<file path="config.mk">
export PLATFORM = sky130hd
export DESIGN_NAME = rfft_front
export DESIGN_NICKNAME = d
export VERILOG_FILES = /design/src/rtl/rfft_pkg.sv /design/src/rtl/rfft_front.sv
export VERILOG_INCLUDE_DIRS = /design/src /design/src/rtl
export SDC_FILE = /design/constraint.sdc
export NUM_CORES = 1
export LEC_CHECK = 0
export BUFFER_PORTS_ARGS = -buffer_cell sky130_fd_sc_hd__clkbuf_2
export CORE_UTILIZATION = 30
export CTS_CLUSTER_DIAMETER = 100
export DETAILED_ROUTE_END_ITERATION = 6
export HOLD_SLACK_MARGIN = 0.15
export PLACE_DENSITY_LB_ADDON = 0.2
export SETUP_SLACK_MARGIN = 0.2
export SKIP_CTS_REPAIR_TIMING = 1
export SLEW_MARGIN = 25
export SYNTH_ARGS = -nofsm -noshare
export SYNTH_HDL_FRONTEND = slang
export SYNTH_SLANG_ARGS = --single-unit
</file>
<file path="constraint.sdc">
create_clock -name clk -period 2.3 [get_ports clk]
set_input_delay 0.46 -clock clk [delete_from_list [all_inputs] [get_ports clk]]
set_output_delay 0.46 -clock clk [all_outputs]
set_load 0.03 [all_outputs]
</file>
<file path="src/rtl/assert_macros.svh">
// Assertion macros shared by the FFT modules.
`ifndef ASSERT_MACROS_SVH
`define ASSERT_MACROS_SVH

// A property that must hold at every clock edge outside reset.
`define RFFT_ASSERT(name, prop, msg) \
    name: assert property (@(posedge clk) disable iff (!rst_n) (prop)) \
        else $error(msg);

// A condition that must be followed by another one in the next cycle.
`define RFFT_ASSERT_NEXT(name, ante, cons, msg) \
    name: assert property (@(posedge clk) disable iff (!rst_n) (ante) |=> (cons)) \
        else $error(msg);

`endif

</file>
<file path="src/rtl/rfft_pkg.sv">
package rfft_pkg;

    localparam int SAMPLE_BITS  = 16;
    localparam int OUT_BITS     = 28;
    localparam int INDEX_BITS   = 10;
    localparam int CFG_BITS     = 4;
    localparam int MAX_POINTS   = 1024;
    localparam int TWIDDLE_BITS = 16;

    localparam logic [63:0] PI_Q62  = 64'hC90FDAA22168C234;
    localparam logic [63:0] ONE_Q62 = 64'h4000000000000000;

    typedef enum logic {
        OP_LOAD,
        OP_FETCH
    } op_t;

    typedef struct packed {
        logic                          cmd;
        logic signed [SAMPLE_BITS-1:0] sample_re;
        logic signed [SAMPLE_BITS-1:0] sample_im;
    } in_item_t;

    typedef struct packed {
        logic signed [OUT_BITS-1:0]   bin_re;
        logic signed [OUT_BITS-1:0]   bin_im;
        logic        [INDEX_BITS-1:0] bin_index;
        logic                         last_bin;
        logic                         ready_res;
    } out_item_t;

    typedef struct packed {
        op_t                        op;
        logic signed [OUT_BITS-1:0] re;
        logic signed [OUT_BITS-1:0] im;
    } cmd_t;

    function automatic logic [63:0] mul_q62(logic [63:0] a, logic [63:0] b);
        logic [127:0] p;
        p = {64'd0, a} * {64'd0, b};
        return p[125:62];
    endfunction

    function automatic logic [63:0] udiv64(logic [63:0] x, logic [63:0] d);
        logic [63:0] rem;
        logic [63:0] quo;
        rem = '0;
        quo = '0;
        for (int i = 63; i >= 0; i--) begin
            rem = {rem[62:0], x[i]};
            if (rem >= d) begin
                rem    = rem - d;
                quo[i] = 1'b1;
            end
        end
        return quo;
    endfunction

    function automatic logic signed [63:0] taylor_cos(logic [63:0] x);
        logic [63:0]        term;
        logic signed [63:0] sum;
        logic               done;
        term = ONE_Q62;
        sum  = signed'(ONE_Q62);
        done = 1'b0;
        for (int n = 1; n <= 40; n++) begin
            if (!done) begin
                term = udiv64(mul_q62(term, x), 64'(2 * n - 1));
                term = udiv64(mul_q62(term, x), 64'(2 * n));
                if (term == 64'd0) begin
                    done = 1'b1;
                end else if ((n % 2) == 1) begin
                    sum = sum - signed'(term);
                end else begin
                    sum = sum + signed'(term);
                end
            end
        end
        return sum;
    endfunction

    function automatic int round_tw(logic signed [63:0] v, int twbits);
        int          s;
        logic [63:0] m;
        logic [63:0] r;
        logic [63:0] lim;
        s   = 63 - twbits;
        m   = (v < 0) ? (64'd0 - 64'(v)) : 64'(v);
        r   = (m + (64'd1 << (s - 1))) >> s;
        lim = (64'd1 << (twbits - 1)) - 64'd1;
        if (r > lim) begin
            r = lim;
        end
        return (v < 0) ? -int'(r) : int'(r);
    endfunction

    // Rounded cosine of the angle 2*pi*m/2^tab_log, for m up to a quarter turn.
    function automatic int tw_quarter(int m, int tab_log, int twbits);
        logic [63:0] q;
        logic [63:0] r;
        logic [63:0] th;
        q  = PI_Q62 >> (tab_log - 1);
        r  = PI_Q62 & ((64'd1 << (tab_log - 1)) - 64'd1);
        th = q * 64'(m) + ((r * 64'(m)) >> (tab_log - 1));
        return round_tw(taylor_cos(th), twbits);
    endfunction

    function automatic logic signed [OUT_BITS-1:0] sat_out(logic signed [OUT_BITS+2:0] v);
        logic signed [OUT_BITS+2:0] hi;
        logic signed [OUT_BITS+2:0] lo;
        hi = (OUT_BITS + 3)'((64'sd1 <<< (OUT_BITS - 1)) - 64'sd1);
        lo = (OUT_BITS + 3)'(-(64'sd1 <<< (OUT_BITS - 1)));
        if (v > hi) begin
            return OUT_BITS'(hi);
        end else if (v < lo) begin
            return OUT_BITS'(lo);
        end
        return OUT_BITS'(v);
    endfunction

endpackage

</file>
<file path="src/rtl/rfft_front.sv">
`include "assert_macros.svh"

module rfft_front (
    input  logic              clk,
    input  logic              rst_n,
    input  logic              push,
    output logic              full,
    input  rfft_pkg::in_item_t item,
    output logic              q_valid,
    input  logic              q_pop,
    output rfft_pkg::cmd_t    q_item
);

    localparam int FDEPTH = 4;
    localparam int PW     = $clog2(FDEPTH);

    rfft_pkg::cmd_t   slot_reg [FDEPTH];
    rfft_pkg::cmd_t   cls;
    logic [PW-1:0]    wr_ptr_reg;
    logic [PW-1:0]    wr_ptr_next;
    logic [PW-1:0]    rd_ptr_reg;
    logic [PW-1:0]    rd_ptr_next;
    logic [PW:0]      cnt_reg;
    logic [PW:0]      cnt_next;
    logic             push_acc;
    logic             pop_acc;

    always_comb
    begin
        cls.op = item.cmd ? rfft_pkg::OP_FETCH : rfft_pkg::OP_LOAD;
        cls.re = rfft_pkg::OUT_BITS'(item.sample_re);
        cls.im = rfft_pkg::OUT_BITS'(item.sample_im);
    end

    assign full     = (cnt_reg == (PW + 1)'(FDEPTH));
    assign q_valid  = (cnt_reg != '0);
    assign q_item   = slot_reg[rd_ptr_reg];
    assign push_acc = push && !full;
    assign pop_acc  = q_pop && q_valid;

    always_comb
    begin
        wr_ptr_next = push_acc ? wr_ptr_reg + 1'b1 : wr_ptr_reg;
        rd_ptr_next = pop_acc ? rd_ptr_reg + 1'b1 : rd_ptr_reg;
        cnt_next    = cnt_reg + (PW + 1)'(push_acc) - (PW + 1)'(pop_acc);
    end

    always_ff @(posedge clk or negedge rst_n)
    begin
        if (!rst_n)
        begin
            wr_ptr_reg <= '0;
            rd_ptr_reg <= '0;
            cnt_reg    <= '0;
        end
        else
        begin
            wr_ptr_reg <= wr_ptr_next;
            rd_ptr_reg <= rd_ptr_next;
            cnt_reg    <= cnt_next;
        end
    end

    always_ff @(posedge clk)
    begin
        if (push_acc)
        begin
            slot_reg[wr_ptr_reg] <= cls;
        end
    end

    `RFFT_ASSERT(a_front_cnt_bound, cnt_reg <= (PW + 1)'(FDEPTH), "command queue overflow")
    `RFFT_ASSERT_NEXT(a_front_fill, push_acc && !pop_acc, cnt_reg == $past(cnt_reg) + 1'b1, "command queue lost a transaction")

endmodule

</file>
* After elaboration in Yosys (flattened, before gate mapping)
Memories as Yosys holds them, arrays and structs flattened.
Cells that the tools add are included.
** Word-level totals
- RAM bits :: 228
- Bits in registers :: 7
- Memories kept :: 1
- Logic and storage cells :: 16
- Input port bits :: 37
- Output and inout bits :: 59
** Memories
- slot_reg :: words 4, bits a word 57, read ports 1, clocked after Yosys merged registers in 0, wr ports 1, RTL line rfft_front.sv:17 : rfft_pkg::cmd_t slot_reg [FDEPTH];
** Cells by class
- Add/sub/neg operators :: 4
- Reduce and logical (&&, ||, !) cells :: 4
- Equality and inequality tests :: 1
- Muxes and demuxes :: 3
** Operators by type and width (count)
- $add 2x1->2 const B :: 2
- $add 3x1->3 :: 1
- $eq 3x3->1 const B :: 1
- $mux 1 :: 3
- $reduce_bool 3->1 :: 1
- $sub 3x1->3 :: 1
- $logic_and 1x1->1 :: 2
- $logic_not 1->1 :: 1

* Longest topological paths before layout
Gate-level depths: netlist (run 1).
- Depth after elaboration :: 5
- Mapped depth :: 9
- Depth with buffers taken out :: 9

* Worst setup path after synthesis (run 1)
OpenSTA, ideal clock, no wires.
- Path type :: register to register
- Start :: register cnt_reg[1]
- End :: register cnt_reg[2]
- Required time :: 2175 ps
- Arrival time :: 2320 ps
- Stages on the path, launching flop included :: 10
- Period minus slack after synthesis :: 2446 ps
- Buffers on the path :: 0
- Library setup time :: 125 ps
- Slack :: -146 ps
- Cell sequence :: dfrtp_1 -> nor3b_2 -> nand2b_1 -> ha_1 -> inv_1 -> ha_1 -> inv_1 -> fa_1 -> xnor2_1 -> xnor2_1
** On the way
- Word-level cells in the longest chain between the ends :: 5
- Elaborated cells between the ends (all ways) :: 7
- Classes of those cells :: add/sub: 2; eq/ne: 1; reduce/logical: 4
** RTL lines
- from (decl) :: RTL line rfft_front.sv:23 : logic [PW:0] cnt_reg;
- from (signal assigned) :: RTL line rfft_front.sv:60 : cnt_reg <= cnt_next;
- $eq 3x3->1 :: RTL line rfft_front.sv:35 : assign full = (cnt_reg == (PW + 1)'(FDEPTH));
- net full :: RTL line rfft_front.sv:7 : output logic full,
- $logic_not 1->1 :: RTL line rfft_front.sv:38 : assign push_acc = push && !full;
- $logic_and 1x1->1 :: RTL line rfft_front.sv:38
- $add 3x1->3 :: RTL line rfft_front.sv:45 : cnt_next = cnt_reg + (PW + 1)'(push_acc) - (PW + 1)'(pop_acc);
- $sub 3x1->3 :: RTL line rfft_front.sv:45
- net cnt_next[2] :: RTL line rfft_front.sv:24 : logic [PW:0] cnt_next;
The timed path passes the listed nets, and every way through them passes these cells.
A chain may end at the register's enable or synchronous reset.

==> results of run 1 <==
metal layers:
layer	up-vias	GRT usage, %	share of wire (%)
met2	57	18.56	50
met3	9	5.074	5.5
met5	-	0	0
met1	1343	14.28	44
li1	1187	-	-
met4	0	4.579	1.1
power breakdown:
group / switching [mW] / leakage, nW / internal (mW)
sequential: 0.202 / 1.29 / 3.36
clock: 0.932 / 0.248 / 1.46
combinational: 2.84 / 1.01 / 2.19
through the flow:
stage	TNS, ns	instance area (µm²)	std cells
finish	-0.005094	7092	586
global placement	0	6082	536
global route	-1.746	7092	586
CTS	-3.951	6601	568
detailed placement	0	6082	536
floorplan	0	5469	237
final cells by class:
type	count	area, µm²	share of cell area [%]
Clock inverter	11	78.83	1.112
Multi-Input combinational cell	63	1129	15.91
Inverter	5	21.27	0.2999
Tap cell	225	281.5	3.970
Timing Repair Buffer	122	996.0	14.04
Sequential cell	139	4145	58.45
Clock buffer	21	440.4	6.210
cells in the final DEF, fill, tap and decap left out:
cell and instances:
clkinvlp_4 2, clkinv_1 5, buf_12 7, ha_4 2, nor3b_4 1, xnor2_1 2
buf_4 29, edfxtp_1 132, clkbuf_1 4, clkbuf_16 19, nand2b_1 3, mux4_2 30
fa_2 1, nand2b_4 1, bufinv_16 1, buf_6 26, nand4bb_1 2, inv_1 3
dfrtp_1 2, dfrtp_2 5, mux4_1 5, ha_1 4, inv_2 1, clkinv_2 3
o211ai_1 2, xor2_1 1, inv_4 1, dlygate4sd3_1 1, buf_2 19, o311ai_0 1
o31a_1 1, xnor2_2 1, and3b_2 4, or3_1 1, nand2_1 1, clkbuf_2 38
worst max-delay path, stage by stage (launching register included):
cell,delay (ns)
dfrtp_2,0.37
buf_12,0.14
buf_12,0.14
mux4_2,0.58
buf_2,0.21
cells by family (layout without fill, tap and decap cells):
family / after synthesis / in the layout
AOI/OAI and AO/OA: 4 / 4
xor gates and xnor gates: 4 / 4
adders and majority gates: 7 / 7
buffers and inverters: 37 / 159
DFF: 139 / 139
muxes: 33 / 35
and+or+nand+nor: 13 / 13
final timing paths:
check                                 end  slack (ns)  cells past startpoint
setup reg to reg               cnt_reg[2]        0.23                      9
max in group asynchronous   rd_ptr_reg[1]        1.69                      2
setup / recovery               q_item[47]      -0.005                      4
hold reg to reg                cnt_reg[2]        0.53                      1
hold / removal             slot_reg[1][6]        0.27                      1
min in group asynchronous   wr_ptr_reg[1]        0.42                      2
==> results.py, run 1 <==
metrics = {
    "synthesis": {
        "ys_seq_area_share_pct": 75.82,
        "synth.top_cell.area_share_pct": 72.61,
        "synthMuxAreaShare_pct": 13.96,
        "yosys_most_used_dff": "edfxtp_1",
        "synth_cells": 237,
        "synth_area_leader_cell": "edfxtp_1",
        "yosys_warnings": 0,
        "synthXorXnorAreaFrac_pct": 0.6418,
        "syn_avg_cell_area_um2": 23.03,
        "synth_top_family_by_area": "multiplexers",
        "synth_compound_area_share_pct": 0.5959,
        "yosys-top-cells-count": "edfxtp_1, mux4_2, buf_4, dfrtp_1, ha_1",
        "async_flop_share_pct": 5.036,
        "synthAdderAreaFrac_pct": 1.742,
        "synth.area.top_cells": "edfxtp_1, mux4_2, buf_4, dfrtp_1, mux4_1",
        "yosysUniqueCellTypes": 22,
        "yosysMostFrequentCell": "edfxtp_1",
        "synth-edff-count": 132,
        "synthSimpleGateAreaFrac_pct": 1.925,
        "syn-cell-area_um2": 5459,
        "synth-seq-cells": 139,
        "synth_nets": 281,
    },
    "sta": {
        "fin_crit_ns": 2.305,
        "finalHoldViolCount": 0,
        "maxSlewViolCount": 0,
        "max_freq_mhz": 433.8,
        "fin_worst_skew_ns": 0.005318,
        "worst_pin_slew_ns": 0.3959,
        "hold_ws_ns": 0.2698,
        "setup_viol": 1,
        "maxSlewHeadroom_pct": 73.27,
        "timing.final.ws_setup_ns": -0.005094,
        "rsz0062_at_grt": "yes",
        "min_period_over_period_pct": 100.2,
    },
    "detailed_routing": {
        "vias": 2596,
        "totalWireLength_um": 10780,
        "wl_per_cell_um": 18.40,
        "remaining_drc_errors": 0,
        "via_per_inst": 4.430,
        "dr.pass1.iters": 4,
        "detail-route-antenna-nets": 0,
        "dr.first_iter.drc_count": 124,
    },
    "finish": {
        "largest_reg_flops": 132,
        "final_layout_size_suffix_gt1_share_pct": 52.91,
        "nFillCells": 1608,
        "finalNetCount": 392,
        "area_growth_pct": 29.91,
        "diodes": 0,
        "fin_util_pct": 40.44,
    },
    "die": {
        "die_h_um": 136.9,
        "die_w_um": 136.9,
        "die-area_um2": 18740,
        "core_area_um2": 17540,
        "initial_utilization_pct": 31.13,
        "rows": 48,
        "ioPinCount": 96,
    },
    "global_routing": {
        "grt_pass1_wl_um": 15230,
        "track_usage_pct": 11.79,
        "grt-ovfl-total": 0,
        "grt_max_degree": 34,
        "antenna_found_initial": 1,
        "grt_pass1_vias": 2686,
    },
    "status": {
        "outcome": "finished, violations left",
        "violations": "negative setup slack",
    },
    "place": {
        "hpwl_um": 6232,
        "io_buffers": 95,
        "pre_cts_ws_ns": 0.1544,
        "gp_congestion": 0.7404,
    },
    "job": {
        "maxCapViolations": 0,
    },
    "pwr": {
        "vdd_ir_drop_max_mv": 0.6331,
        "totalPowerFinal_mw": 10.99,
        "leakage_nw": 2.549,
        "power-per-cell-area_nw_per_um2": 1550,
    },
    "setup_path": {
        "start_kind": "register",
        "r2r-start": "cnt_reg[1]",
        "cp.arrival_ns": 1.85,
        "startpoint": "rd_ptr_reg[0]",
        "cp_max_fo": 7,
        "cp-end-kind": "output pin",
        "worstSetupPathType": "reg2out",
        "required_ns": 1.84,
    },
    "clocking": {
        "clkSlewWorstSetupHoldPaths_ns": 0.06,
        "cts_tree": "yes",
        "cts_root_buffer": "clkbuf_16",
        "ctsHtreeMaxLevel": 4,
        "cts_num_sinks": 139,
        "numCtsBuffers": 17,
        "clk-insertion-delay-late_ns": 0.41,
        "clock_path_buffers": 2,
    },
    "hold_path": {
        "holdCritStartpoint": "item[6]",
        "hold_path_class": "in2reg",
    },
}
Note: power is estimated with default switching activity, not from simulation.
==> inputs of run 2 (changes only) <==
Settings changed: BUFFER_PORTS_ARGS -buffer_cell sky130_fd_sc_hd__clkbuf_2 to not set, DONT_BUFFER_PORTS set to 1.
==> run 2 against run 1 <==
Against the previous run:
- clock power rose by 9.6%
- die area did not move
- the run now ends clean
- cell count fell by 11%
- critical endpoint is now q_item[15]
- core utilization down 1.9 points
- wire length decreased by 2.8%
- sequential share of layout area is 2.9 points higher
==> results.py, run 2 (synthesis gave the netlist of run 1 again) <==
metrics = {
    "status": {
        "outcome": "finished clean",
    },
    "finish": {
        "finalNetCount": 327,
        "multi_input_area_um2": 1045,
        "diodes": 0,
        "final_cell_mix": "edfxtp_1, dlygate4sd3_1, mux4_2",
        "nFillCells": 1622,
        "fin_util_pct": 38.53,
        "layout_commonest_cell": "edfxtp_1",
        "final_layout_size_suffix_gt1_share_pct": 32.43,
        "area_growth_pct": 23.79,
        "largest_reg_flops": 132,
        "fin_area_um2": 6758,
        "layout.cells.non_filler": 521,
        "regArea_um2": 4145,
    },
    "clocking": {
        "cts_tree": "yes",
        "cts_root_buffer": "clkbuf_16",
        "clock_path_buffers": 2,
        "numCtsBuffers": 17,
        "clkSlewWorstSetupHoldPaths_ns": 0.05,
        "cts_num_sinks": 139,
        "clk-insertion-delay-late_ns": 0.41,
        "ctsHtreeMaxLevel": 4,
    },
    "setup_path": {
        "cp_num_cells": 2,
        "cp-endpoint": "q_item[15]",
        "cp.arrival_ns": 1.82,
        "critPathTopFamily": "multiplexers",
        "required_ns": 1.84,
        "cp_max_fo": 10,
        "r2r-start": "cnt_reg[1]",
        "cp-end-kind": "output pin",
        "worstSetupPathType": "reg2out",
        "slowest_delay_ns": 0.70,
        "slowest_stage": "mux4_4",
        "timing.rr.end": "cnt_reg[2]",
        "r2r_slack_ns": 0.27,
        "crit_buf_inv": 1,
        "start_kind": "register",
        "startpoint": "rd_ptr_reg[0]",
        "r2r_cells": 8,
        "crit_chain": "mux4_4 -> buf_12",
    },
    "pwr": {
        "totalPowerFinal_mw": 10.22,
        "vdd_ir_drop_max_mv": 0.6451,
        "power-per-cell-area_nw_per_um2": 1512,
        "leakage_nw": 2.251,
    },
    "sta": {
        "worst_pin_slew_ns": 0.4226,
        "rsz0062_at_grt": "yes",
        "fin_worst_skew_ns": 0.003970,
        "max_freq_mhz": 439.5,
        "fin_crit_ns": 2.276,
        "finalHoldViolCount": 0,
        "maxSlewHeadroom_pct": 71.47,
        "maxSlewViolCount": 0,
        "setup_viol": 0,
        "min_period_over_period_pct": 98.94,
        "timing.final.ws_setup_ns": 0.02449,
    },
    "global_routing": {
        "grt_pass1_wl_um": 14790,
        "grt-ovfl-total": 0,
        "antenna_found_initial": 0,
        "grt_max_degree": 34,
        "grt_pass1_vias": 2441,
        "track_usage_pct": 11.50,
    },
    "detailed_routing": {
        "remaining_drc_errors": 0,
        "vias": 2353,
        "via_per_inst": 4.516,
        "dr.pass1.iters": 4,
        "dr.first_iter.drc_count": 127,
        "detail-route-antenna-nets": 0,
        "wl_per_cell_um": 20.12,
        "totalWireLength_um": 10480,
    },
    "die": {
        "die-area_um2": 18740,
        "initial_utilization_pct": 31.13,
        "die_w_um": 136.9,
        "ioPinCount": 96,
        "die_h_um": 136.9,
        "rows": 48,
        "core_area_um2": 17540,
    },
    "place": {
        "pre_cts_ws_ns": 0.2500,
        "gp_congestion": 0.6994,
        "place_area_um2": 5682,
        "dp.cells": 442,
        "io_buffers": 0,
    },
    "hold_path": {
        "hold_path_class": "in2reg",
    },
    "job": {
        "maxCapViolations": 0,
    },
}
==> run 2: through the flow <==
stage | hold slack, ns | TNS, ns
3_3_place_gp | 0.1647 | 0
3_5_place_dp | 0.1646 | 0
4_1_cts | -0.2831 | -1.938
6_report | 0.2101 | 0
2_1_floorplan | 0.1644 | 0
5_1_grt | 0.2084 | -1.794
==> run 2: worst min-delay path by stage <==
stage,endpoint,slack [ns],depth (start not counted),from
floorplan,cnt_reg[0],0.16,0,rst_n
global placement,cnt_reg[0],0.16,0,rst_n
detailed placement,cnt_reg[0],0.16,0,rst_n
CTS,cnt_reg[1],-0.28,0,rst_n
global route,wr_ptr_reg[1],0.21,2,push
finish,wr_ptr_reg[1],0.21,2,push
==> run 2: metal layers <==
metal	GRT usage, %	wire (µm)	vias to the layer above
li1	-	-	1039
met1	12.55	4502	1247
met2	18.44	5160	57
met3	6.407	707	10
met4	4.762	111	0
met5	0	0	-
==> run 2: final cells by class <==
class	instances	share of cell area [%]
well taps	225	4.166
inverters	5	0.2777
clock inverters	11	1.870
multi-input cells	61	15.46
flip-flops and latches	139	61.34
repair buffers	59	10.37
clock buffers	21	6.517
==> run 2: power by group <==
part	internal, mW	leakage, nW	switching (mW)
Combinational	1.42	0.684	2.60
Sequential	3.36	1.29	0.225
Clock	1.68	0.281	0.936
