**src/rtl/assert_macros.svh**
```systemverilog
// Assertion macros shared by the FFT modules.
`ifndef ASSERT_MACROS_SVH
`define ASSERT_MACROS_SVH

// A property that must hold at every clock edge outside reset.
`define RFFT_ASSERT(name, prop, msg) \
    name: assert property (@(posedge clk) disable iff (!rst_n) (prop)) \
        else $error(msg);

// A condition that must be followed by another one in the next cycle.
`define RFFT_ASSERT_NEXT(name, ante, cons, msg) \
    name: assert property (@(posedge clk) disable iff (!rst_n) (ante) |=> (cons)) \
        else $error(msg);

`endif

```
**src/rtl/rfft_pkg.sv**
```systemverilog
package rfft_pkg;

    localparam int SAMPLE_BITS  = 16;
    localparam int OUT_BITS     = 28;
    localparam int INDEX_BITS   = 10;
    localparam int CFG_BITS     = 4;
    localparam int MAX_POINTS   = 1024;
    localparam int TWIDDLE_BITS = 16;

    localparam logic [63:0] PI_Q62  = 64'hC90FDAA22168C234;
    localparam logic [63:0] ONE_Q62 = 64'h4000000000000000;

    typedef enum logic {
        OP_LOAD,
        OP_FETCH
    } op_t;

    typedef struct packed {
        logic                          cmd;
        logic signed [SAMPLE_BITS-1:0] sample_re;
        logic signed [SAMPLE_BITS-1:0] sample_im;
    } in_item_t;

    typedef struct packed {
        logic signed [OUT_BITS-1:0]   bin_re;
        logic signed [OUT_BITS-1:0]   bin_im;
        logic        [INDEX_BITS-1:0] bin_index;
        logic                         last_bin;
        logic                         ready_res;
    } out_item_t;

    typedef struct packed {
        op_t                        op;
        logic signed [OUT_BITS-1:0] re;
        logic signed [OUT_BITS-1:0] im;
    } cmd_t;

    function automatic logic [63:0] mul_q62(logic [63:0] a, logic [63:0] b);
        logic [127:0] p;
        p = {64'd0, a} * {64'd0, b};
        return p[125:62];
    endfunction

    function automatic logic [63:0] udiv64(logic [63:0] x, logic [63:0] d);
        logic [63:0] rem;
        logic [63:0] quo;
        rem = '0;
        quo = '0;
        for (int i = 63; i >= 0; i--) begin
            rem = {rem[62:0], x[i]};
            if (rem >= d) begin
                rem    = rem - d;
                quo[i] = 1'b1;
            end
        end
        return quo;
    endfunction

    function automatic logic signed [63:0] taylor_cos(logic [63:0] x);
        logic [63:0]        term;
        logic signed [63:0] sum;
        logic               done;
        term = ONE_Q62;
        sum  = signed'(ONE_Q62);
        done = 1'b0;
        for (int n = 1; n <= 40; n++) begin
            if (!done) begin
                term = udiv64(mul_q62(term, x), 64'(2 * n - 1));
                term = udiv64(mul_q62(term, x), 64'(2 * n));
                if (term == 64'd0) begin
                    done = 1'b1;
                end else if ((n % 2) == 1) begin
                    sum = sum - signed'(term);
                end else begin
                    sum = sum + signed'(term);
                end
            end
        end
        return sum;
    endfunction

    function automatic int round_tw(logic signed [63:0] v, int twbits);
        int          s;
        logic [63:0] m;
        logic [63:0] r;
        logic [63:0] lim;
        s   = 63 - twbits;
        m   = (v < 0) ? (64'd0 - 64'(v)) : 64'(v);
        r   = (m + (64'd1 << (s - 1))) >> s;
        lim = (64'd1 << (twbits - 1)) - 64'd1;
        if (r > lim) begin
            r = lim;
        end
        return (v < 0) ? -int'(r) : int'(r);
    endfunction

    // Rounded cosine of the angle 2*pi*m/2^tab_log, for m up to a quarter turn.
    function automatic int tw_quarter(int m, int tab_log, int twbits);
        logic [63:0] q;
        logic [63:0] r;
        logic [63:0] th;
        q  = PI_Q62 >> (tab_log - 1);
        r  = PI_Q62 & ((64'd1 << (tab_log - 1)) - 64'd1);
        th = q * 64'(m) + ((r * 64'(m)) >> (tab_log - 1));
        return round_tw(taylor_cos(th), twbits);
    endfunction

    function automatic logic signed [OUT_BITS-1:0] sat_out(logic signed [OUT_BITS+2:0] v);
        logic signed [OUT_BITS+2:0] hi;
        logic signed [OUT_BITS+2:0] lo;
        hi = (OUT_BITS + 3)'((64'sd1 <<< (OUT_BITS - 1)) - 64'sd1);
        lo = (OUT_BITS + 3)'(-(64'sd1 <<< (OUT_BITS - 1)));
        if (v > hi) begin
            return OUT_BITS'(hi);
        end else if (v < lo) begin
            return OUT_BITS'(lo);
        end
        return OUT_BITS'(v);
    endfunction

endpackage

```
**src/rtl/rfft_resq.sv**
```systemverilog
module rfft_resq (
    input  logic                clk,
    input  logic                rst_n,
    input  logic                in_push,
    input  rfft_pkg::out_item_t in_item,
    output logic                in_full,
    output logic                out_empty,
    input  logic                out_pop,
    output rfft_pkg::out_item_t out_item
);

    rfft_pkg::out_item_t slot_reg [2];
    logic                wr_ptr_reg;
    logic                rd_ptr_reg;
    logic [1:0]          cnt_reg;
    logic [1:0]          cnt_next;
    logic                push_acc;
    logic                pop_acc;

    assign in_full   = (cnt_reg == 2'd2);
    assign out_empty = (cnt_reg == 2'd0);
    assign out_item  = slot_reg[rd_ptr_reg];
    assign push_acc  = in_push && !in_full;
    assign pop_acc   = out_pop && !out_empty;
    assign cnt_next  = cnt_reg + 2'(push_acc) - 2'(pop_acc);

    always_ff @(posedge clk or negedge rst_n)
    begin
        if (!rst_n)
        begin
            wr_ptr_reg <= 1'b0;
            rd_ptr_reg <= 1'b0;
            cnt_reg    <= 2'd0;
        end
        else
        begin
            wr_ptr_reg <= wr_ptr_reg ^ push_acc;
            rd_ptr_reg <= rd_ptr_reg ^ pop_acc;
            cnt_reg    <= cnt_next;
        end
    end

    always_ff @(posedge clk)
    begin
        if (push_acc)
        begin
            slot_reg[wr_ptr_reg] <= in_item;
        end
    end

endmodule

```
**config.mk**
```make
export PLATFORM = sky130hd
export DESIGN_NAME = rfft_resq
export DESIGN_NICKNAME = d
export VERILOG_FILES = /design/src/rtl/assert_macros.svh /design/src/rtl/rfft_pkg.sv /design/src/rtl/rfft_resq.sv
export SDC_FILE = /design/constraint.sdc
export NUM_CORES = 1
export LEC_CHECK = 0
export ABC_AREA = 1
export BUFFER_PORTS_ARGS = -buffer_cell sky130_fd_sc_hd__buf_2
export CAP_MARGIN = 20
export CORE_UTILIZATION = 30
export CTS_CLUSTER_DIAMETER = 80
export DETAILED_ROUTE_END_ITERATION = 8
export PLACE_DENSITY = 0.6
export SKIP_CTS_REPAIR_TIMING = 1
export SLEW_MARGIN = 0
export SYNTH_ARGS = -nofsm -noshare
export SYNTH_HDL_FRONTEND = slang
export SYNTH_SLANG_ARGS = --single-unit
```
**constraint.sdc**
```tcl
create_clock -name clk -period 7.9 [get_ports clk]
set_input_delay 0.395 -clock clk [delete_from_list [all_inputs] [get_ports clk]]
set_output_delay 0.395 -clock clk [all_outputs]
set_load 0.01 [all_outputs]
```
Word-level counts from Yosys, hierarchy flattened

Memories as Yosys holds them, arrays and structs flattened.
Cells that the tools add are included.

Bits of input ports: 72
Output and inout port bits: 70
Memory bits (writable): 136
Memories: 1
Bits in registers: 4
Word-level logic and storage cells: 16

Bitwise logic cells: 2
Mux-type cells: 2
Reductions and logical operators: 5
$add $sub $neg: 2
Equal/unequal tests: 1

Memories:

| name     | depth | width | rd ports | clocked after memory_dff | wr ports | line            | source |
|---|---|---|---|---|---|---|---|
| slot_reg | 2     | 68    | 1        | 0                        | 1        | rfft_resq.sv:12 | `rfft_pkg::out_item_t slot_reg [2];` |

Operator list:

| kind                                        | count |
|---|---|
| 2-bit by 1-bit adder with 2-bit output      | 1 |
| 2-bit equality test (second input constant) | 1 |
| 1-bit logical AND                           | 2 |
| 1-bit zero test                             | 2 |
| 2-bit zero test                             | 1 |
| 1-bit two-way mux                           | 2 |
| 2-bit by 1-bit subtractor with 2-bit output | 1 |
| 1-bit bitwise XOR                           | 2 |

Longest topological paths before layout

Gate-level depths: netlist (run 1).

Depth after elaboration: 5
Depth in mapped cells: 10
Depth with buffers taken out: 10

Worst setup path after synthesis (run 1)

OpenSTA, ideal clock, no wires.

Kind: reg-to-reg
Start: register cnt_reg[1]
End: memory slot_reg[1][0] (netlist bit), enable pin
Buffers on the path: 0
Data required time: 7.466 ns
Cell stages (with the launch flop): 5
Setup slack: 5.193 ns
Arrival time: 2.273 ns
Library setup time: 0.434 ns
Clock period less this slack: 2.707 ns
Cells stage by stage: dfrtp_1 inv_1 o21ai_0 inv_1 ha_1

Longest elaborated chain between the ends: 5

RTL lines:

| item                                    | line            | source |
|---|---|---|
| start, declared                         | rfft_resq.sv:15 | `logic [1:0] cnt_reg;` |
| start signal, assigned                  | rfft_resq.sv:39 | `cnt_reg <= cnt_next;` |
| 2-bit equality test                     | rfft_resq.sv:20 | `assign in_full = (cnt_reg == 2'd2);` |
| 1-bit zero test                         | rfft_resq.sv:23 | `assign push_acc = in_push && !in_full;` |
| 1-bit logical AND                       | rfft_resq.sv:23 |  |
| 1-bit two-way mux                       | rfft_resq.sv:45 | `if (push_acc)` |
| 1-bit two-way mux (implied by the code) | rfft_resq.sv:47 | `slot_reg[wr_ptr_reg] <= in_item;` |
| end, declared                           | rfft_resq.sv:12 |  |

Every way passes these cells.

==> results of run 1 <==
-- worst reg2reg max path, stage by stage (launching register included) --
cell	delay (ps)
dfrtp_1	380
inv_1	100
o21ai_0	130
inv_1	170
ha_4	810
-- through the flow --
step / total power, mW / std cells / area, µm²
after floorplan: 1.55 / 387 / 5190
after global placement: 1.83 / 734 / 6110
after detailed placement: 1.85 / 734 / 6110
after CTS: 2.64 / 766 / 6690
after global routing: 2.76 / 767 / 6700
final: 2.59 / 767 / 6700
-- area by class of cell --
cell class	instances	area (µm²)
flip-flops and latches	140	4190
well taps	220	275
clock buffers	18	429
fillers	1586	10100
clock inverters	14	153
inverters	11	43.8
repair buffers	143	723
multi-input cells	221	893
-- layout by cell type, fill, tap and decap left out, drive strengths merged --
| cell | n |
|---|---|
| nand2 | 213 |
| buf | 142 |
| edfxtp | 136 |
| clkbuf | 18 |
| inv | 11 |
| clkinv | 10 |
| dfrtp | 4 |
| ha | 4 |
| bufinv | 3 |
| nand3 | 2 |
| nor2 | 1 |
| o21ai | 1 |
| clkinvlp | 1 |
| dlygate4sd3 | 1 |
-- layer usage --
metal,track usage (%),vias up
li1,-,1596
met2,19.8,109
met4,5.30,0
met3,3.81,10
met1,14.2,1500
met5,0,-
-- power by group --
| part | switching [mW] | total, mW | internal (mW) |
|---|---|---|---|
| Sequential | 0.0395 | 1.06 | 1.02 |
| Combinational | 0.505 | 0.750 | 0.245 |
| Clock | 0.289 | 0.780 | 0.491 |
| Total | 0.834 | 2.59 | 1.76 |
-- worst max-delay path by stage --
stage / to / slack, ps / depth (start not counted)
6_report: out_item[56] / 5210 / 5
5_1_grt: out_item[65] / 4980 / 5
4_1_cts: out_item[21] / 5160 / 5
3_5_place_dp: out_item[21] / 5610 / 5
3_3_place_gp: out_item[22] / 5610 / 5
2_1_floorplan: slot_reg[1][0] / 5190 / 4
-- cells in the mapped netlist --
| master | number |
|---|---|
| buf_2 | 10 |
| buf_4 | 2 |
| buf_6 | 3 |
| dfrtp_1 | 4 |
| edfxtp_1 | 136 |
| ha_1 | 4 |
| inv_1 | 10 |
| inv_4 | 1 |
| nand2_1 | 213 |
| nand3_1 | 2 |
| nor2_1 | 1 |
| o21ai_0 | 1 |
-- cell families after synthesis --
| kind of cell | count (synthesis) | share of synthesized area (%) |
|---|---|---|
| AOI/OAI and AO/OA | 1 | 0.0962 |
| buffers and inverters | 26 | 2.75 |
| adders and majority gates | 4 | 0.963 |
| DFF | 140 | 80.5 |
| and+or+nand+nor | 216 | 15.7 |
==> out/qor.txt, run 1 <==
number of pins exceeding their max-slew limit in the final report = 0
total overflow reported by the global router = 0
number of setup violations in the final report = 0
run status = complete, no violations
Cell Pwr Density = 386 nW/µm²
area of the core = 16,800 µm²
Synth top area share = 78.6%
Via Count = 3,215
maximum ir drop on the vdd rail = 147 µV
Area Overhead vs Synth = 29.0%
number of global-route vias before repair = 3,216
setup repair after global routing missed its margin = no
width of the die = 134 µm
critical path class = reg2out
area of the mapped netlist = 5190 µm²
Critical Path Most Common Cell = nand2_1
data required time of the worst path = 7510 ps
dominant delay contributor by cell family on the critical path = buffers and inverters
DRT antenna net count = 0
final critical-path setup slack = 5210 ps
sum of buffers and inverters on the critical path = 3
largest buffer count on any clock path = 2
GRT Resource Usage Total = 12.0%
total length of routed wires = 10,100 µm
post-synthesis register bit count = 140
clock buffer count from CTS = 17
# H-tree levels = 4
worst-case hold slack = 173 ps
chain of cells forming the critical path = buf_4, inv_4, nand2_1, nand2_1, buf_2
arrival time at the worst endpoint = 2290 ps
FF-to-FF Start = cnt_reg[1]
r2r worst-path depth = 4
vias per cell = 4.19
hold path startpoint = in_item[7]
sink of the worst hold path = slot_reg[0][7]
sum of net half-perimeters after detailed placement = 5960 µm
ratio of cells with drive above 1 in the final layout = 32.0%
Total Negative Setup Slacks = 0 ps
row cnt = 47
clock root buffer = clkbuf_16
DRC marker count from the first detailed-route iteration = 163
Worst Setup Slack post-DPL = 5610 ps
CP Max Fanout = 70
top cells by area, synth = edfxtp_1 79%, nand2_1 15%, dfrtp_1 1.9%
Min-Delay Path Depth = 1
flop-to-flop setup slack = 5890 ps
worst clock skew = 7.86 ps
Nets = 610
portion of the clock cycle consumed by the worst path in the final layout = 34.0%
delay contributed by the slowest stage of the critical path = 610 ps
clock insertion delay at the later pin of the skew report = 410 ps
DRC violations left = 0
part of the Yosys area used for sequential elements = 80.5%
Yosys cell types = 12
transition at the pin with the smallest max-transition slack = 991 ps
Crit-path slowest cell = buf_4
Top Metal Used = met4
kind of end point of the critical path = output pin
I/O Pins = 142
maximum number of pins on one net before global-route repair = 71
most area-hungry cell type in the Yosys netlist = edfxtp_1
GP Congestion = 0.703
met2 WL = 4910 µm
maxcap violations = 0
1st-pass router iterations = 4
number of antenna violations at the first check in global routing = 0
final count of hold timing violations = 0
diodes inserted = 0
leakage power = 2.90 nW
Largest register FFs = 136
Synth warnings = 0
starting density of the core = 31.0%
wire length of the first global-routing pass = 16,200 µm
clock tree sinks = 140
Routed met3 length = 567 µm
DIE HEIGHT = 134 µm
routed metal-1 wire length = 4500 µm
Max-slew headroom = 34.0%
I/O Buffers = 141
clock period minus worst slack = 2690 ps
launch point of the worst path = rd_ptr_reg
FF-to-FF End = slot_reg[1][58]
drt wl/cell = 13.1 µm
clock tree from TritonCTS = done
element type at the critical path start = register
clock-pin slew on the worst setup and hold paths = 60 ps
Syn Inst Count = 387
area enclosed by the die boundary = 17,800 µm²
Mean Syn Cell Area = 13.4 µm²
Synthesized Nets = 463
final core occ = 40.0%
class of the tightest hold or removal check = in2reg
peak clock frequency supported by timing = 0.372 GHz
No activity file was read; power rests on OpenSTA's default activity.
==> inputs of run 2 (changes only) <==
==> constraint.sdc (replaced) <==
create_clock -name clk -period 2.8 [get_ports clk]
set_input_delay 0.14 -clock clk [delete_from_list [all_inputs] [get_ports clk]]
set_output_delay 0.14 -clock clk [all_outputs]
set_load 0.01 [all_outputs]
==> run 2 against run 1 <==
Register-to-register slack got worse by 5000 ps. Total power rose to 2.9 times the previous value. Final cell count rose by 9.3%. Die area did not move. Highest routed layer unchanged. Clock skew barely moved. Count of clock-buffer cells in the layout fell by 1. Sequential power rose to 2.8 times the previous value. Global-route usage rose by 0.39 points. Non-clock buffer count rose by 71. Critical path depth fell by 1. Worst setup slack got worse by 4400 ps. Wire length rose by 10%.
==> out/qor.txt, run 2 (synthesis gave the netlist of run 1 again) <==
sum of net half-perimeters after detailed placement = 6430 µm (was 5960 µm)
Worst Setup Slack post-DPL = 865 ps (was 5610 ps)
I/O Buffers = 141 (unchanged)
final standard cell area without fillers = 7480 µm² (was 6700 µm²)
starting density of the core = 31.0% (unchanged)
area of the core = 16,800 µm² (unchanged)
maximum number of pins on one net before global-route repair = 70 (was 71)
number of setup violations in the final report = 0 (unchanged)
I/O Pins = 142 (unchanged)
drt wl/cell = 13.3 µm (was 13.1 µm)
DRT antenna net count = 0 (unchanged)
maximum ir drop on the vdd rail = 597 µV (was 147 µV)
Largest register FFs = 136 (unchanged)
wire length of the first global-routing pass = 16,500 µm (was 16,200 µm)
final count of hold timing violations = 0 (unchanged)
width of the die = 134 µm (unchanged)
final cell count without fillers = 838 (was 767)
portion of the clock cycle consumed by the worst path in the final layout = 69.5%
# H-tree levels = 4 (unchanged)
r2r worst-path depth = 5 (was 4)
worst-case hold slack = 69.9 ps (was 173 ps)
ratio of cells with drive above 1 in the final layout = 28.3% (was 32.0%)
CP Max Fanout = 69 (was 70)
top library cells by usage in the layout, fill and taps aside = 213 x nand2_1, 141 x buf_2, 136 x edfxtp_1, 70 x dlygate4sd3_1, 17 x clkbuf_16 (was 213 x nand2_1, 141 x buf_2, 136 x edfxtp_1, 17 x clkbuf_16, 10 x inv_1)
largest buffer count on any clock path = 2 (unchanged)
kind of end point of the critical path = output pin (unchanged)
final core occ = 44.6% (was 40.0%)
setup repair after global routing missed its margin = no (unchanged)
arrival time at the worst endpoint = 1810 ps (was 2290 ps)
clock insertion delay at the later pin of the skew report = 410 ps (about the same)
total overflow reported by the global router = 0 (unchanged)
element type at the critical path start = register (unchanged)
DRC marker count from the first detailed-route iteration = 163 (unchanged)
transition at the pin with the smallest max-transition slack = 768 ps (was 991 ps)
total placed cells including tap cells = 736 (was 734)
DRC violations left = 0 (unchanged)
number of pins exceeding their max-slew limit in the final report = 0 (unchanged)
critical path class = reg2out (unchanged)
area enclosed by the die boundary = 17,800 µm² (unchanged)
total placed instance area = 6150 µm² (was 6110 µm²)
launch point of the worst path = rd_ptr_reg (unchanged)
Max-slew headroom = 48.8% (was 34.0%)
total power = 7.63 mW (was 2.59 mW)
Cell Pwr Density = 1020 nW/µm² (was 386 nW/µm²)
maxcap violations = 0 (unchanged)
clock tree sinks = 140 (unchanged)
Nets = 681 (was 610)
run status = complete, no violations (unchanged)
clock root buffer = clkbuf_16 (unchanged)
worst setup path endpoint = out_item[56] (unchanged)
data required time of the worst path = 2660 ps (was 7510 ps)
number of antenna violations at the first check in global routing = 0 (unchanged)
row cnt = 47 (unchanged)
leakage power = 3.22 nW (was 2.90 nW)
FF-to-FF Start = cnt_reg[1] (unchanged)
total length of routed wires = 11,100 µm (was 10,100 µm)
FF-to-FF End = slot_reg[0][49] (was slot_reg[1][58])
clock period minus worst slack = 1950 ps
Area Overhead vs Synth = 44.0% (was 29.0%)
class of the tightest hold or removal check = in2async (was in2reg)
Total Negative Setup Slacks = 0 ps (unchanged)
most common cell after layout, fill and taps aside = nand2_1 (unchanged)
GP Congestion = 0.748 (was 0.703)
final critical-path setup slack = 854 ps (was 5210 ps)
number of global-route vias before repair = 3,410 (was 3,216)
Via Count = 3,476 (was 3,215)
clock tree from TritonCTS = done (unchanged)
worst clock skew = 7.40 ps (was 7.86 ps)
clock buffer count from CTS = 17 (unchanged)
vias per cell = 4.15 (was 4.19)
clock-pin slew on the worst setup and hold paths = 60 ps (about the same)
GRT Resource Usage Total = 12.3% (was 12.0%)
1st-pass router iterations = 4 (unchanged)
peak clock frequency supported by timing = 0.514 GHz
DIE HEIGHT = 134 µm (unchanged)
diodes inserted = 0 (unchanged)
flop-to-flop setup slack = 870 ps (was 5890 ps)
[run 2: power breakdown]
group          switching, mW  internal, mW
Clock                  0.812          1.56
Combinational           1.48         0.790
Sequential             0.117          2.87
[run 2: area by class of cell]
| class | instances | area, µm² |
|---|---|---|
| Fill cell | 1537 | 9280 |
| Sequential cell | 140 | 4190 |
| Timing Repair Buffer | 214 | 1450 |
| Multi-Input combinational cell | 221 | 893 |
| Clock buffer | 17 | 425 |
| Tap cell | 220 | 275 |
| Clock inverter | 15 | 203 |
| Inverter | 11 | 43.8 |
[run 2: layer usage]
| metal | GRT usage, % | vias to the layer above | share of wire, % | wire length (µm) |
|---|---|---|---|---|
| met3 | 4.95 | 19 | 5.4 | 596 |
| met1 | 13.7 | 1614 | 43 | 4730 |
| li1 | - | 1734 | - | - |
| met5 | 0 | - | 0 | 0 |
| met2 | 21.0 | 109 | 51 | 5630 |
| met4 | 4.99 | 0 | 1.5 | 168 |
[run 2: worst min path at each step]
stage,from,end,slack (ps),cells after the start
3_3_place_gp,rst_n,cnt_reg[1],-50,1
4_1_cts,rst_n,wr_ptr_reg,-500,1
6_report,rst_n,cnt_reg[1],70,2
2_1_floorplan,rst_n,cnt_reg[0],-160,0
3_5_place_dp,rst_n,cnt_reg[1],-50,1
5_1_grt,rst_n,wr_ptr_reg,60,2
[run 2: critical path, cell delays in order (launching register included)]
cell and delay, ps:
dfrtp_2 380, buf_4 620, nand2_1 120, nand2_1 120, buf_2 130
==> inputs of run 3 (changes only) <==
--- a/config.mk
+++ b/config.mk
@@ -11,7 +11,7 @@
 export CORE_UTILIZATION = 30
 export CTS_CLUSTER_DIAMETER = 80
 export DETAILED_ROUTE_END_ITERATION = 8
-export PLACE_DENSITY = 0.6
+export PLACE_DENSITY = 0.61
 export SKIP_CTS_REPAIR_TIMING = 1
 export SLEW_MARGIN = 0
 export SYNTH_ARGS = -nofsm -noshare
==> constraint.sdc (replaced) <==
create_clock -name clk -period 1.6 [get_ports clk]
set_input_delay 0.08 -clock clk [delete_from_list [all_inputs] [get_ports clk]]
set_output_delay 0.08 -clock clk [all_outputs]
set_load 0.01 [all_outputs]
==> run 3 against run 2 <==
Register-to-register slack got worse by 800 ps. Die area did not move. Core utilization rose by 2.1 points. Non-clock buffer count grew 18. Critical path type unchanged. Critical endpoint is now out_item[0]. Largest cell class unchanged. Largest power group unchanged. Highest routed layer unchanged.
==> out/qor.txt, run 3 (synthesis gave the netlist of run 1 again) <==
wire length of the first global-routing pass = 16,200 µm (was 16,500 µm)
# H-tree levels = 4 (unchanged)
peak clock frequency supported by timing = 0.642 GHz
leakage power = 3.39 nW (was 3.22 nW)
total power = 14.4 mW (was 7.63 mW)
number of pins exceeding their max-slew limit in the final report = 0 (unchanged)
arrival time at the worst endpoint = 1480 ps (was 1810 ps)
maximum ir drop on the vdd rail = 1020 µV (was 597 µV)
starting density of the core = 31.0% (unchanged)
I/O Pins = 142 (unchanged)
number of setup violations in the final report = 0 (unchanged)
GRT Resource Usage Total = 12.2% (was 12.3%)
most common cell after layout, fill and taps aside = nand2_1 (unchanged)
kind of end point of the critical path = output pin (unchanged)
critical path class = reg2out (unchanged)
1st-pass router iterations = 4 (unchanged)
Cell Pwr Density = 1830 nW/µm² (was 1020 nW/µm²)
Area Overhead vs Synth = 50.9% (was 44.0%)
vias per cell = 4.19 (was 4.15)
sum of net half-perimeters after detailed placement = 6810 µm (was 6430 µm)
GP Congestion = 0.713 (was 0.748)
Worst Setup Slack post-DPL = 165 ps (was 865 ps)
final count of hold timing violations = 0 (unchanged)
setup repair after global routing missed its margin = yes (was no)
largest buffer count on any clock path = 2 (unchanged)
clock tree sinks = 140 (unchanged)
DRC violations left = 0 (unchanged)
run status = complete, no violations (unchanged)
total placed instance area = 6250 µm² (was 6150 µm²)
Nets = 702 (was 681)
element type at the critical path start = register (unchanged)
number of antenna violations at the first check in global routing = 0 (unchanged)
area enclosed by the die boundary = 17,800 µm² (unchanged)
clock buffer count from CTS = 17 (unchanged)
total length of routed wires = 11,800 µm (was 11,100 µm)
clock period minus worst slack = 1560 ps
number of global-route vias before repair = 3,223 (was 3,410)
area of the core = 16,800 µm² (unchanged)
clock root buffer = clkbuf_16 (unchanged)
final standard cell area without fillers = 7840 µm² (was 7480 µm²)
clock-pin slew on the worst setup and hold paths = 60 ps (about the same)
maxcap violations = 0 (unchanged)
clock insertion delay at the later pin of the skew report = 410 ps (about the same)
worst clock skew = 7.43 ps (was 7.40 ps)
Crit-path slowest cell = dfrtp_2 (was buf_4)
ratio of cells with drive above 1 in the final layout = 31.7% (was 28.3%)
DRT antenna net count = 0 (unchanged)
top library cells by usage in the layout, fill and taps aside = 212 x nand2_1, 139 x buf_2, 136 x edfxtp_1, 70 x dlygate4sd3_1, 21 x clkbuf_16 (was 213 x nand2_1, 141 x buf_2, 136 x edfxtp_1, 70 x dlygate4sd3_1, 17 x clkbuf_16)
Max-slew headroom = 83.9% (was 48.8%)
DIE HEIGHT = 134 µm (unchanged)
I/O Buffers = 141 (unchanged)
final critical-path setup slack = 41.7 ps (was 854 ps)
transition at the pin with the smallest max-transition slack = 240 ps (was 768 ps)
class of the tightest hold or removal check = in2async (unchanged)
Via Count = 3,596 (was 3,476)
diodes inserted = 0 (unchanged)
portion of the clock cycle consumed by the worst path in the final layout = 97.4%
Critical Path Most Common Cell = nand2_1 (unchanged)
CP Max Fanout = 11 (was 69)
drt wl/cell = 13.8 µm (was 13.3 µm)
dominant delay contributor by cell family on the critical path = buffers and inverters (unchanged)
row cnt = 47 (unchanged)
total overflow reported by the global router = 0 (unchanged)
DRC marker count from the first detailed-route iteration = 180 (was 163)
delay contributed by the slowest stage of the critical path = 410 ps (was 620 ps)
width of the die = 134 µm (unchanged)
data required time of the worst path = 1520 ps (was 2660 ps)
chain of cells forming the critical path = buf_12, clkinv_8, clkbuf_16, nand2_1, nand2_1, buf_2 (was buf_4, nand2_1, nand2_1, buf_2)
clock tree from TritonCTS = done (unchanged)
maximum number of pins on one net before global-route repair = 39 (was 70)
sum of buffers and inverters on the critical path = 4 (was 2)
Largest register FFs = 136 (unchanged)
-- run 3: where the power goes --
part / total (mW) / internal (mW) / leakage (nW) / switching, mW
registers: 5.21 / 5.01 / 1.31 / 0.202
logic: 5.00 / 2.07 / 1.77 / 2.93
clock network: 4.15 / 2.74 / 0.307 / 1.41
-- run 3: layout make-up --
type	count	area [µm²]
repair inverters	3	26.3
inverters	11	53.8
clock inverters	13	199
well taps	220	275
multi-input cells	221	898
clock buffers	18	429
flip-flops and latches	140	4190
fillers	1495	8920
repair buffers	232	1770
-- run 3: metal layers --
layer | vias to the layer above | part of all wire, % | GRT usage, %
met4 | 0 | 1.1 | 5.56
met3 | 12 | 5.5 | 5.25
li1 | 1778 | - | -
met2 | 114 | 50 | 20.3
met1 | 1692 | 44 | 13.6
met5 | - | 0 | 0
-- run 3: path summary, 6_finish.rpt --
check / end / slack (ps) / depth (start not counted) / start
worst max-delay path: out_item[0] / 40 / 6 / rd_ptr_reg
worst min-delay path: rd_ptr_reg / 20 / 2 / rst_n
worst max register to register: cnt_reg[1] / 70 / 10 / cnt_reg[0]
worst min register to register: cnt_reg[0] / 620 / 1 / cnt_reg[0]
max in group asynchronous: rd_ptr_reg / 1440 / 2 / rst_n
min in group clk: wr_ptr_reg / 150 / 5 / in_push
-- run 3: stage by stage --
stage	cells	hold WS (ps)	setup TNS (ps)	util [%]
6_report	858	22.0	0	46.8
4_1_cts	773	-550	-3540	41.0
3_5_place_dp	742	-105	0	37.3
2_1_floorplan	387	-216	0	-
3_3_place_gp	742	-103	0	37.3
5_1_grt	858	25.1	-378	46.8
